### config.mk
export PLATFORM = sky130hd
export DESIGN_NAME = crbf_ram
export DESIGN_NICKNAME = d
export VERILOG_FILES = /design/src/rtl/core/crbf_ram.sv
export SDC_FILE = /design/constraint.sdc
export NUM_CORES = 1
export LEC_CHECK = 0
export ABC_AREA = 1
export CAP_MARGIN = 25
export CORE_UTILIZATION = 63
export CTS_CLUSTER_SIZE = 24
export DETAILED_ROUTE_END_ITERATION = 8
export DONT_BUFFER_PORTS = 1
export HOLD_SLACK_MARGIN = 0.06
export PLACE_DENSITY = 0.89
export SLEW_MARGIN = 0
export SYNTH_ARGS = -nofsm -noshare
export SYNTH_HDL_FRONTEND = slang
export SYNTH_SLANG_ARGS = --single-unit
### constraint.sdc
create_clock -name clk -period 1.36 [get_ports clk]
set_input_delay 0.272 -clock clk [delete_from_list [all_inputs] [get_ports clk]]
set_output_delay 0.272 -clock clk [all_outputs]
set_load 0.05 [all_outputs]
### src/rtl/core/crbf_ram.sv
// Generic single-port-write, single-port-read RAM with registered read data.
`default_nettype none
module crbf_ram #(
	parameter int unsigned Width = 8,
	parameter int unsigned Depth = 16
) (
	input wire logic clk,
	input wire logic we,
	input wire logic [$clog2(Depth)-1:0] waddr,
	input wire logic [Width-1:0] wdata,
	input wire logic [$clog2(Depth)-1:0] raddr,
	output logic [Width-1:0] rdata
);
	logic [Width-1:0] mem [Depth];
	always_ff @(posedge clk) begin
		if (we)
			mem[waddr] <= wdata;
		rdata <= mem[raddr];
	end
endmodule
`default_nettype wire

---- Word level (Yosys, flattened, before mapping) ----
Memories as Yosys holds them, arrays and structs flattened. A register that Yosys moved wholly into a read port is not among the register bits.
Cells that the tools add are included.
cells by class
  mux-type cells .......................... 2
operators with widths
  operator          number
  1-bit 2-to-1 mux  2
storage, ports and cells
  flip-flop bits (word level) ............. 0
  RAM bits ................................ 128
  bits of input ports ..................... 18
  memories kept ........................... 1
memory list
  name  depth  width  read ports  clocked after Yosys merged registers in  wr ports  line  text
  mem   16     8      1           1                                        1         14    logic [Width-1:0] mem [Depth];

---- Depth between registers and ports, before layout ----
  depth after elaboration ................. 2
  gate-level depth with buffers ........... 8

---- Worst setup path after synthesis ----
Ideal clock, no wire load.
  path type ............................... input to register
  start point ............................. input waddr[2]
  end point ............................... memory mem[10][0], enable pin
  library setup time ...................... 0.370 ns
  arrival time ............................ 0.853 ns
  setup slack ............................. 0.137 ns
  stages .................................. 2
  cells stage by stage .................... nand3b_1 -> nor2_1
RTL lines
  item             line  text
  start, declared  9     input wire logic [$clog2(Depth)-1:0] waddr,
  end, declared    14
Straight into the memory's write port.

---- Worst setup path after layout ----
  start point ............................. register rdata[5] (read register of mem)
  end point ............................... output rdata[5]
RTL lines
  item             line  text
  start, declared  12    output logic [Width-1:0] rdata
No word-level cell between the ends.

==> flow_summary.ini <==
[floorplan]
fp.dieH_microns = 97.7
die_area_sq_um = 9540
placementRows = 34
core_area_sq_um = 8810
io_pins = 26
fp.dieW_microns = 97.7
start_util_pct = 65.5

[setup_path]
end_kind = output port
critPathCapture = rdata[5]
worstSetupPathType = flop to output port
cp_data_arrival_time_ps = 1040
rr_startpoint = mem[6][0]$_DFFE_PP_
r2r-end = rdata[0]$_DFF_P_
start_kind = flop
reg2reg_slack_ps = 280
crit_cells = 0
crit_start = rdata[5]$_DFF_P_
worst-r2r-cell-count = 6
cp.required_ps = 1090
cp_max_fo = 1

[timing]
tightest_slew_ps = 902
setup_tns_ps = 0
hold_viol = 0
layout_min_cycle_time_ps = 1310
rsz0062_at_grt = no
min_period_over_period_pct = 96.2
setup_violations = 0
fin_hold_ws_ps = 79.0
drv_slew = 0
fin_ws_ps = 51.1
final.setup_skew_ps = 10.1
clock.fmax_mhz = 764
slew_headroom_pct = 39.7

[logic_synthesis]
yosysWarningCount = 0
syn_inst = 551
avgSynthCellArea_sq_um = 10.5
ys_seq_area_share_pct = 69.4
synth_top_family_by_area = simple AND/OR/NAND/NOR gates
ys_ff_latch = 136
synth_mux_area_share_pct = 0
syn_area_sq_um = 5770
synth_xor_area_share_pct = 0
mappedNetlistNets = 569
yosysUniqueCellTypes = 12
synth_fa_ha_area_share_pct = 0
synth_compound_area_share_pct = 0
yosys.area_share.simple_pct = 21.0

[routing]
drtAntennaViolNets = 0
wire_per_inst_microns = 19.7
vias = 4117
wl_mm = 13.7
first_pass_iters = 6
vias_per_cell = 5.90
route.detailed.drc = 0
drtIter0Drc = 525

[global_route]
overflow = 0
grt_usage_pct = 30.8
grt_pass1_vias = 4100
grt_pass1_wl_mm = 20.9
antenna_found_initial = 0
grt_max_degree = 66

[placed_design]
pre_cts_slack_ps = 184
io_buffers = 0
placed_area_sq_um = 5900
globalplace.congestion = 0.922
dp.final_hpwl_mm = 7.61

[outcome]
status = completed

[power_and_ir_drop]
powerDensity_nw_per_um2 = 1510
p_seq_share_pct = 48.3
pwr-share-comb_pct = 5.0
power.leakage_nw = 2.87
power.internal_mw = 7.81
p_switching_mw = 2.19
clock_power_share_pct = 46.6
swShare_pct = 21.9
max-vdd-ir-drop_mv = 1.46
power.total_mw = 9.99

[clocking]
cts_max_path_buffers = 2
clkSlewWorstSetupHoldPaths_ps = 60
worstSkewPairLatency_ps = 530
htree_levels = 4
clock-root-buffer = clkbuf_8
numCtsBuffers = 17
cts_sinks = 136
cts_tree = yes

[hold_path]
hp-class = input port to flop

[layout]
postLayoutCellArea_sq_um = 6630
drive_gt1_share_pct = 9.85
area_growth_pct = 14.9
final_nets = 594
nFillCells = 507

[run]
max-cap-violations = 0
## synth_stat cells
master / n / area (sq um)
buf_1: 1 / 3.75
nand3b_1: 2 / 15.0
nand2_1: 173 / 649
nor2_1: 17 / 63.8
edfxtp_1: 128 / 3840
buf_6: 6 / 67.6
inv_2: 2 / 7.51
dfxtp_1: 8 / 160
buf_4: 4 / 30.0
inv_1: 100 / 375
buf_2: 13 / 65.1
nand3_1: 97 / 485
## per-stage QoR
stage,util (%),std cells
finish,75.2,698
global route,75.2,697
CTS,75.2,697
detailed placement,67.0,654
global placement,67.0,654
floorplan,-,551
## kinds of logic after synthesis
family,after synthesis
simple gates,289
buf+inv,126
flops,136
## registers in the layout, summed over array words and instances, names as in the netlist
signal and flops:
rdata 8, mem 128
## worst min-delay path by stage
| stage | cells after the start | end | slack, ps | from |
|---|---|---|---|---|
| global route | 4 | rdata[6]$_DFF_P_ | 70 | raddr[1] |
| finish | 4 | rdata[6]$_DFF_P_ | 80 | raddr[1] |
| floorplan | 0 | mem[0][0]$_DFFE_PP_ | 370 | wdata[0] |
| detailed placement | 0 | mem[6][7]$_DFFE_PP_ | 370 | wdata[7] |
| CTS | 3 | rdata[6]$_DFF_P_ | 60 | raddr[2] |
| global placement | 0 | mem[3][5]$_DFFE_PP_ | 370 | wdata[5] |
## layer usage
| layer | track usage, % | up-vias | wire length, microns |
|---|---|---|---|
| li1 | - | 1824 | - |
| met1 | 36.4 | 1919 | 4670 |
| met2 | 50.2 | 310 | 6850 |
| met3 | 7.19 | 64 | 1480 |
| met4 | 21.7 | 0 | 718 |
| met5 | 0 | - | 0 |
## cells in the final DEF, fill, tap and decap left out
cell             n
nand3_1         97
clkbuf_1         1
diode_2          1
inv_2            2
edfxtp_1       128
buf_12           2
nand2_1        173
clkbuf_8         1
clkinvlp_4       1
nand3b_1         2
clkinv_2         4
dfxtp_2          8
clkinv_1         2
inv_1          100
bufinv_16        4
clkbuf_16       16
clkinv_4         3
nor2_1          17
buf_4           17
dlygate4sd3_1   11
## power by group through the flow
stage                     clock network [mW]  registers [mW]  logic [mW]
after floorplan                            0            4.89       0.331
after global placement                     0            4.91       0.355
after detailed placement                   0            4.91       0.370
after CTS                               4.69            4.83       0.491
after global routing                    4.85            4.83       0.542
final                                   4.66            4.83       0.504
## final cells by class
type                       instances  area, sq um  share of cell area (%)
sequential                       136         4010                    60.6
multi-input combinational        289         1210                    18.3
clock buffer                      18          418                    6.31
inverter                         102          383                    5.78
timing repair buffer              30          278                    4.19
clock inverter                    14          181                    2.74
tap                              108          135                    2.04
antenna                            1         2.50                  0.0378
## timing repair
action,in CTS,in global routing
hold buffers,11,0
hold endpoints to repair,136,0
endpoints found under the setup margin,8,0
gates resized for setup,8,0
buffers inserted,0,0
(Power assumes the default switching activity.)
